[src/cul_pkg.sv]
// Package for the category usage ledger: field widths, status codes,
// controller states and the update result bundle. Depends on nothing.
package cul_pkg;

	localparam int unsigned DEF_SLOTS = 32;
	localparam int unsigned ID_W      = 16;
	localparam int unsigned BYTES_W   = 64;
	localparam int unsigned PEAK_W    = 63;
	localparam int unsigned IDX_W     = 5;

	typedef enum logic [1:0] {
		ST_UPDATED = 2'd0,
		ST_IGNORED = 2'd1,
		ST_DROPPED = 2'd2
	} status_t;

	typedef enum logic [1:0] {
		S_IDLE,
		S_SCAN,
		S_READ,
		S_UPDATE
	} state_t;

	typedef struct packed {
		logic [BYTES_W-1:0] cat_bytes;
		logic [PEAK_W-1:0]  cat_peak;
		logic [BYTES_W-1:0] total;
		logic [PEAK_W-1:0]  total_peak;
	} upd_t;

endpackage

[src/cul_update.sv]
// Update arithmetic of the ledger: adds the delta to a category count and to
// the grand total and raises both high-water marks. Depends on cul_pkg.
module cul_update (
	input  logic [cul_pkg::BYTES_W-1:0] old_bytes,
	input  logic [cul_pkg::PEAK_W-1:0]  old_peak,
	input  logic [cul_pkg::BYTES_W-1:0] old_total,
	input  logic [cul_pkg::PEAK_W-1:0]  old_total_peak,
	input  logic [cul_pkg::BYTES_W-1:0] delta,
	output cul_pkg::upd_t               res
);
	import cul_pkg::*;

	logic [BYTES_W-1:0] new_bytes;
	logic [BYTES_W-1:0] new_total;

	// Peaks are never negative, so a signed greater-than against them is a
	// clear sign bit and a larger magnitude field.
	always_comb begin
		new_bytes         = old_bytes + delta;
		new_total         = old_total + delta;
		res.cat_bytes     = new_bytes;
		res.total         = new_total;
		res.cat_peak      = old_peak;
		res.total_peak    = old_total_peak;
		if (!new_bytes[BYTES_W-1] && (new_bytes[PEAK_W-1:0] > old_peak)) begin
			res.cat_peak = new_bytes[PEAK_W-1:0];
		end
		if (!new_total[BYTES_W-1] && (new_total[PEAK_W-1:0] > old_total_peak)) begin
			res.total_peak = new_total[PEAK_W-1:0];
		end
	end

endmodule

[config.mk]
export PLATFORM = sky130hd
export DESIGN_NAME = cul_update
export DESIGN_NICKNAME = d
export VERILOG_FILES = /design/src/cul_pkg.sv /design/src/cul_update.sv
export SDC_FILE = /design/constraint.sdc
export NUM_CORES = 1
export LEC_CHECK = 0
export BUFFER_PORTS_ARGS = -buffer_cell sky130_fd_sc_hd__buf_2
export CAP_MARGIN = 5
export CORE_AREA = 2 2 225 227
export DETAILED_ROUTE_END_ITERATION = 12
export DIE_AREA = 0 0 227 229
export PLACE_DENSITY_LB_ADDON = 0.25
export SLEW_MARGIN = 15
export SYNTH_ARGS = -nofsm -noshare
export SYNTH_HDL_FRONTEND = slang
export SYNTH_SLANG_ARGS = --single-unit
[constraint.sdc]
create_clock -name vclk -period 5.8
set_input_delay 0.58 -clock vclk [all_inputs]
set_output_delay 0.58 -clock vclk [all_outputs]
set_load 0.01 [all_outputs]
---- Word level (Yosys, flattened, before mapping) ----
Index checks and enable logic that the tools add are counted.
word-level totals
  input bits .............................. 318
  register bits ........................... 0
  logic and storage cells ................. 10
cells by class
  multiplexer cells ....................... 2
  $add $sub $neg .......................... 2
  magnitude comparators ................... 2
  reductions and logical operators ........ 4
operators by type and width
  operator             number
  $add A64 B64 Y64     2
  $gt A63 B63 Y1       2
  $mux W63             2
  $logic_and A1 B1 Y1  2
  $logic_not A1 Y1     2

---- Longest topological paths before layout ----
Gate-level depths: netlist of run 1.
  depth in word-level cells ............... 4
  gate-level depth with buffers ........... 24
  gate-level depth less buffers ........... 23

---- Worst setup path before layout of run 1 ----
OpenSTA, ideal clock, no wires.
  kind .................................... input port to output port
  from .................................... in old_total[3] (netlist name)
  to ...................................... out res[53] (netlist name)
  stages on the path ...................... 18
  slack ................................... -0.171 ns
  arrival ................................. 5.391 ns
  data required time ...................... 5.220 ns
  cell sequence ........................... ha_1 -> a21o_1 -> a21oi_1 -> a21oi_1 -> o31ai_1 -> a2111oi_0 -> o32ai_1 -> o221ai_1 -> o311ai_0 -> ha_1 -> nand4_1 -> nor2_1 -> nand3_1 -> or4_1 -> a211o_1 -> buf_6 -> buf_6 -> mux2_1
RTL lines
  what                line             RTL
  start: declaration  cul_update.sv:6  input logic [cul_pkg::BYTES_W-1:0] old_total,
  end: declaration    cul_update.sv:9  output cul_pkg::upd_t res

==> metrics.md, run 1 <==
| Metric | Value |
|---|---|
| Status | complete, but fails checks |
| Failing checks | negative setup slack |
| Hold_ws | 1.47 ns |
| Grt peak-use layer | met2 |
| Port bufs | ~570 |
| Largest net degree at the start of global routing | 16 |
| Share of the synthesized area in the top cell type | 0.257 |
| Avg WL per Cell | 20.5 µm |
| Cts hold-fix bufs | 0 |
| Fillers | ~5000 |
| Core ar. | between 40000 and 50000 µm² |
| Area growth, synth to finish | 86.3% |
| FMAX | between 150 and 200 MHz |
| Critical path endpoint category | output port |
| GRT overflow | 0 |
| Sw Share | 0.474 |
| Worst Path Class, Setup | in2out |
| Worst min-delay path class | in2out |
| RSZ-0062 raised after global routing | yes |
| Num ports | 572 |
| Final Setup Violations | around 130 |
| Leak Pwr | between 10 and 15 nW |
| Inst Count DP | around 3400 |
| Dpl hpwl | about 60000 µm |
| Max Cap Viol | 0 |
| Internal power | between 0.002 and 0.0025 W |
| Cell area after layout | between 20000 and 25000 µm² |
| Post-synthesis cell count | ~1700 |
| Place WS | -0.956 ns |
| Cell taking the most area after synthesis | ha_1 |
| All-Layer GR Usage | 0.261 |
| Min Tclk post-route | ~6.3 ns |
| Final non-filler cell total | ~3500 |
| Peak VDD IR | between 150 and 200 µV |
| DRC errors left | 0 |
| Rows | 82 |
| Final hold vios | 0 |
| Number of vias per cell | a little under 5 |
| Met1 usage in global routing | 0.333 |
| Commonest non-fill, non-tap cells in the layout | buf_4, buf_2, ha_1, a21oi_1, inv_1 |
| Hold Crit Start | old_total_peak[28] |
| Overall routed net length | about 70000 µm |
| Final Slew Violations | 0 |
| Worst endpoint data arrival time | ~5.8 ns |
| Share of the yosys chip area belonging to registers | 0 |
| Tcrit/Tclk final | 1.09 |
| Initial core utilization | 0.247 |
| Avg Cell Area, Syn | approximately 7.2 µm² |
| Syn_nets | 2267 |
| Vias in the first global route | about 18000 |
| Placer Congestion | 0.948 |
| Seq cells | 0 |
| Crit start category | primary input |
| Drt first pass iters | 5 |
| Top post-synthesis cells by area | ha_1, a21oi_1, mux2_4 |
| Final Net Count | between 3000 and 4000 |
| Layout cells sized above 1 | 0.518 |
| Multi-input gate area | roughly 13000 µm² |
| Setup TNS | -57.58 ns |
| Sw power | between 0.002 and 0.0025 W |
| CLK BUF | 0 |
| Final worst slack | -0.533 ns |
| Logic pwr share | 1.000 |
| PD cells | between 200 and 250 nW/µm² |
| Commonest non-fill, non-tap cell in the layout | buf_4 |
| Placed cell areas | 20000 µm² |
| Die area | about 52000 µm² |
| First-pass GRT wire length | ~100000 µm |
| Die Ht | about 230 µm |
| Mapped Area | 12300 µm² |
| Via count | 17400 |
| Number of DRC markers in iteration 0 | roughly 810 |
| Register share of total power | 0 |
| M2 GR Usage | 0.481 |
| Register area | 0 µm² |
| Critical Path Fanout Max | 7 |
| Initial antenna violation count | 15 |
| Worst slew pin tran | 0.765 ns |
| Count of cell types in the netlist | between 60 and 70 |
| Die Wd | between 200 and 250 µm |
| Antenna-violating nets left | 0 |
| Met3 Use GR | 0.0146 |
| Clock Power Share | 0 |
| Worst setup path startpoint | delta[21] |
| CP required | 5.22 ns |
| YS warnings | 0 |
| Worst slew margin | 0.486 |
==> cells in the mapped netlist (15+ instances only) <==
master	count
a21o_1	69
nor2b_1	15
mux2_2	66
a31oi_1	23
clkbuf_1	46
xor2_1	40
nand4_1	59
xnor2_1	81
nor3_1	29
nor2_1	89
nand3_1	42
o21ai_0	110
ha_1	252
inv_1	154
a21oi_1	176
mux2_4	53
o21bai_1	27
nand2_1	135
a211oi_1	21
==> final timing paths <==
kind	slack, ns	endpoint	cells after the start
max	-0.53	res[165]	25
min	1.47	res[28]	3
==> cell type report <==
class	count	area share
inverter	154	0.0253
tap	672	0.0368
timing repair buffer	1198	0.382
multi-input combinational	1477	0.555
antenna	8	0.000875
==> through the flow <==
| step | total power (W) | utilization |
|---|---|---|
| finish | 0.00465 | 0.461 |
| global route | 0.00497 | 0.460 |
| global placement | 0.00370 | 0.403 |
| CTS | 0.00444 | 0.444 |
| detailed placement | 0.00373 | 0.403 |
| floorplan | 0.00187 | - |
==> critical path: stages <==
cell,delay [ns]
buf_2,0.14
ha_1,0.33
buf_6,0.14
nand4_1,0.12
or4_4,0.56
o21ai_4,0.21
a31oi_1,0.11
buf_4,0.16
o21a_1,0.21
o31a_1,0.33
xnor2_2,0.17
ha_1,0.30
nand4_1,0.15
nor4_2,0.37
nand4_1,0.17
a211o_1,0.29
a21oi_4,0.19
o21a_1,0.16
a31oi_2,0.04
nand2_2,0.17
buf_8,0.18
buf_12,0.12
buf_16,0.11
mux2_4,0.31
buf_6,0.13
==> power groups by stage <==
| stage | clock (W) | sequential, W | combinational (W) |
|---|---|---|---|
| 5_1_grt | 0.000000000139 | 0 | 0.00497 |
| 3_3_place_gp | 0 | 0 | 0.00370 |
| 2_1_floorplan | 0 | 0 | 0.00187 |
| 4_1_cts | 0 | 0 | 0.00444 |
| 3_5_place_dp | 0 | 0 | 0.00373 |
| 6_report | 0.000000000162 | 0 | 0.00465 |
==> kinds of logic (layout without fill, tap and decap cells) <==
kind of cell / Yosys count / count (layout) / synth area share
AOI/OAI and AO/OA: 535 / 535 / 0.275
and+or+nand+nor: 439 / 439 / 0.173
adders and majority gates: 254 / 254 / 0.260
buffers and inverters: 218 / 1352 / 0.0719
muxes: 128 / 128 / 0.133
xor gates and xnor gates: 121 / 121 / 0.0863
other: 0 / 8 / 0
==> what timing repair did <==
action	in CTS	in global routing
pin swaps	38	62
endpoints found under the setup margin	126	126
resized for setup	273	134
cloned	15	0
setup buffers	29	18
==> routing by layer <==
metal  vias up  part of all wire
li1       8561                 -
met2       513              0.50
met4         8             0.022
met5         -           0.00075
met3        74             0.040
met1      8260              0.44
No activity file was read; power rests on OpenSTA's default activity.
==> run 2: changes to the inputs <==
Settings changed: CAP_MARGIN 5 to 0.
Clock period 5.8 ns to 8 ns, I/O delays scaled along.
==> metrics.md, run 2 (synthesis gave the netlist of run 1 again) <==
| Metric | Value |
|---|---|
| Status | finished clean |
| Layout cells sized above 1 | 0.334 |
| Largest net degree at the start of global routing | 64 |
| Commonest non-fill, non-tap cells in the layout | buf_2, ha_1, a21oi_1, inv_1, nand2_1 |
| Core ar. | between 40000 and 50000 µm² |
| Final Net Count | around 2800 |
| Cts hold-fix bufs | 0 |
| DRC errors left | 0 |
| Final hold vios | 0 |
| Die area | about 52000 µm² |
| Peak VDD IR | around 79 µV |
| Hold_ws | between 1.5 and 2 ns |
| RSZ-0062 raised after global routing | no |
| Initial antenna violation count | 11 |
| Drt first pass iters | 5 |
| Die Wd | between 200 and 250 µm |
| Register area | 0 µm² |
| Fillers | roughly 5600 |
| Worst-path cell chain | buf_2, ha_1, a21oi_1, o21ai_0, a211o_1, a221o_1, o21bai_1, o211a_1, o31ai_4, a211oi_1, xnor2_2, ha_1, nand4_1, nor4_1, nand4_1, a211o_1, a21oi_1, o2111ai_1, nand2_4, buf_12, mux2_2, buf_2 |
| Initial core utilization | 0.247 |
| Critical Path Fanout Max | 63 |
| Worst slew margin | 0.481 |
| Area growth, synth to finish | 30.7% |
| PD cells | between 100 and 150 nW/µm² |
| Leak Pwr | 8.36 nW |
| Via count | between 15000 and 20000 |
| Final Slew Violations | 0 |
| Antenna-violating nets left | 0 |
| Vias in the first global route | 14800 |
| Max Cap Viol | 0 |
| Crit start category | primary input |
| Critical Path Slowest Stage Cell | o21bai_1 |
| Worst slew pin tran | roughly 0.77 ns |
| Place WS | 0.0180 ns |
| Seq cells | 0 |
| Worst min-delay path class | in2out |
| Post-CTS Setup Repair Bufs | 0 |
| Overall routed net length | about 62000 µm |
| Worst Path Class, Setup | in2out |
| Die Ht | between 200 and 250 µm |
| Levels on crit path | 22 |
| Critical path endpoint category | output port |
| First-pass GRT wire length | 90200 µm |
| Commonest non-fill, non-tap cell in the layout | buf_2 |
| GRT overflow | 0 |
| Tcrit/Tclk final | 0.944 |
| Final Setup Violations | 0 |
| Avg WL per Cell | roughly 21 µm |
| Dpl hpwl | 55900 µm |
| CP Buf/Inv Count | 3 |
| Placer Congestion | a little over 0.9 |
| Cell count of the worst hold path | 3 |
| Crit-path leading delay family | compound AO/OA/AOI/OAI gates |
| Slowest stage delay, CP | 0.42 ns |
| Tot Pwr | approximately 0.0022 W |
| Final worst slack | between 0.4 and 0.5 ns |
| CP required | 7.20 ns |
| CLK BUF | 0 |
| Worst endpoint data arrival time | 6.75 ns |
| Port bufs | between 500 and 600 |
| All-Layer GR Usage | 0.226 |
| Rows | between 80 and 90 |
| Final core utilization | 0.323 |
| Min Tclk post-route | between 7 and 8 ns |
| Number of DRC markers in iteration 0 | ~800 |
| Num ports | roughly 570 |
| FMAX | roughly 130 MHz |
| Number of vias per cell | approximately 5.2 |
| Setup TNS | 0 ns |
[run 2: timing repair]
| item | 4_1_cts | 5_1_grt |
|---|---|---|
| hold endpoints to repair | 0 | 0 |
| endpoints found under the setup margin | 8 | 63 |
| gates resized for setup | 1 | 8 |
| cloned | 0 | 0 |
[run 2: through the flow]
stage               std cells  instance area, µm²
finish                   2916               16000
global route             2916               16000
CTS                      2909               16000
detailed placement       2909               16000
floorplan                1695               12300
global placement         2909               16000
[run 2: layout make-up]
class | count | area (µm²) | share of cell area
Antenna cell | 7 | 17.5 | 0.00109
Timing Repair Buffer | 606 | 3140 | 0.196
Tap cell | 672 | 841 | 0.0524
Multi-Input combinational cell | 1477 | 11500 | 0.715
Inverter | 154 | 578 | 0.0360
[run 2: worst paths after layout]
kind	start	endpoint	slack (ns)
max	delta[21]	res[144]	0.45
min	old_total_peak[60]	res[60]	1.91
[run 2: tightest hold or removal path, delay by kind of cell]
family | cells | cell delay, ns
buffers and inverters | 2 | 0.20
multiplexers | 1 | 0.11
[run 2: layer usage]
| metal | share of wire | GRT usage | vias up |
|---|---|---|---|
| met2 | 0.49 | 0.410 | 510 |
| li1 | - | - | 7389 |
| met3 | 0.043 | 0.0142 | 57 |
| met5 | 0 | 0 | - |
| met1 | 0.44 | 0.292 | 7155 |
| met4 | 0.019 | 0.0413 | 0 |
[run 2: power by group]
group | total [W] | internal, W | switching (W)
logic | 0.00223 | 0.000946 | 0.00128
clock network | 0.000000000117 | 0.000000000117 | 0
registers | 0 | 0 | 0
total | 0.00223 | 0.000946 | 0.00128
==> run 3: changes to the inputs <==
Settings changed: CORE_AREA 2 2 225 227 to 2 2 220 222, DIE_AREA 0 0 227 229 to 0 0 222 224, PLACE_DENSITY set to 0.46, PLACE_DENSITY_LB_ADDON 0.25 to unset.
Clock period 8 ns to 8.1 ns, I/O delays scaled along.
==> metrics.md, run 3 (synthesis gave the netlist of run 1 again) <==
| Metric | Value |
|---|---|
| Worst endpoint data arrival time | between 6 and 7 ns |
| Vias in the first global route | between 10000 and 15000 |
| Fillers | 5255 |
| Crit-path leading delay family | compound AO/OA/AOI/OAI gates |
| All-Layer GR Usage | 0.232 |
| Status | finished clean |
| Cell area after layout | between 15000 and 20000 µm² |
| Final Net Count | about 2800 |
| Max Cap Viol | 0 |
| Levels on crit path | 20 |
| Worst slew margin | 0.416 |
| FMAX | about 130 MHz |
| Cts hold-fix bufs | 0 |
| PD cells | around 140 nW/µm² |
| Area growth, synth to finish | 29.7% |
| Die Wd | between 200 and 250 µm |
| Die area | ~50000 µm² |
| Avg WL per Cell | approximately 21 µm |
| Critical Path Fanout Max | 27 |
| Final non-filler cell total | 2860 |
| Worst Path Class, Setup | in2out |
| Min Tclk post-route | around 7.7 ns |
| Initial antenna violation count | 16 |
| Final hold vios | 0 |
| Final Slew Violations | 0 |
| Die Ht | around 220 µm |
| Hold Crit Start | old_total_peak[60] |
| Cell count of the worst hold path | 3 |
| Critical path endpoint category | output port |
| Tcrit/Tclk final | 0.949 |
| Hold Crit Endpoint | res[60] |
| Setup TNS | 0 ns |
| Peak VDD IR | between 80 and 90 µV |
| Leak Pwr | 8.32 nW |
| RSZ-0062 raised after global routing | no |
| CLK BUF | 0 |
| Antenna-violating nets left | 0 |
| DRC errors left | 0 |
| CP required | ~7.3 ns |
| GRT overflow | 0 |
| Slowest stage delay, CP | about 0.76 ns |
| Largest net degree at the start of global routing | 64 |
| Multi-input gate area | 11400 µm² |
| Number of vias per cell | approximately 5.2 |
| Port bufs | ~570 |
| Drt first pass iters | 5 |
| Hold_ws | just under 2 ns |
| Num ports | roughly 570 |
| Commonest non-fill, non-tap cells in the layout | buf_2, ha_1, a21oi_1, inv_1, nand2_1 |
| Final Setup Violations | 0 |
| Via count | ~15000 |
| Seq cells | 0 |
| First-pass GRT wire length | just under 90000 µm |
| Crit start category | primary input |
| Rows | 80 |
| CP Buf/Inv Count | 3 |
| Dpl hpwl | around 55000 µm |
| Placed cell areas | ~16000 µm² |
| Core ar. | between 40000 and 50000 µm² |
| Post-CTS Setup Repair Bufs | 0 |
| Worst min-delay path class | in2out |
| Inst Count DP | 2846 |
| Number of DRC markers in iteration 0 | approximately 720 |
| Placer Congestion | around 0.89 |
| Critical Path Slowest Stage Cell | o31ai_1 |
| Tot Pwr | about 0.0022 W |
| Overall routed net length | just over 60000 µm |
| Worst-path cell chain | buf_2, ha_1, a21o_1, a21oi_1, a21oi_1, o31ai_1, a2111oi_2, o32ai_1, o221a_2, nor4_1, a311o_1, ha_1, nand4_1, nor2_1, nand3_1, or4_1, a211o_4, buf_12, mux2_4, buf_2 |
| Commonest non-fill, non-tap cell in the layout | buf_2 |
| Register area | 0 µm² |
| Layout cells sized above 1 | 0.333 |
| Initial core utilization | 0.259 |
| Worst slew pin tran | between 0.8 and 0.9 ns |
-- run 3: changes by cell type in the layout (fill, tap and decap cells not counted), sizes merged --
cell,delta
buf,-6
diode,+7
-- run 3: layout make-up --
type,count,area share
Antenna cell,14,0.00220
Tap cell,615,0.0483
Inverter,154,0.0363
Multi-Input combinational cell,1477,0.719
Timing Repair Buffer,600,0.194
-- run 3: layer usage --
metal  part of all wire  track usage
met1               0.43        0.292
met2               0.49        0.418
met3              0.051       0.0243
met4              0.024       0.0647
met5            0.00013            0
-- run 3: worst max path at each step --
stage	startpoint	slack [ns]	end
global placement	delta[36]	0.02	res[2]
finish	old_total[3]	0.42	res[9]
CTS	delta[36]	0.21	res[9]
global route	delta[0]	0.03	res[154]
detailed placement	delta[36]	-0.04	res[9]
floorplan	old_total[3]	1.67	res[53]
-- run 3: report_power, final --
part / internal (W) / leakage [nW] / total (W) / switching, W
Clock: 0.000000000232 / 0.0000887 / 0.000000000232 / 0
Sequential: 0 / 0 / 0 / 0
Combinational: 0.000924 / 8.32 / 0.00218 / 0.00125
-- run 3: timing repair --
action	in CTS	in global routing
cloned	0	0
resized for setup	1	8
hold endpoints to repair	0	0
endpoints found under the setup margin	43	106
pin swaps	0	0
-- run 3: stage by stage --
step | utilization | worst slack (ns)
CTS | 0.335 | 0.213
finish | 0.336 | 0.416
global route | 0.336 | 0.0266
global placement | 0.335 | 0.0202
floorplan | - | 1.67
detailed placement | 0.335 | -0.0383
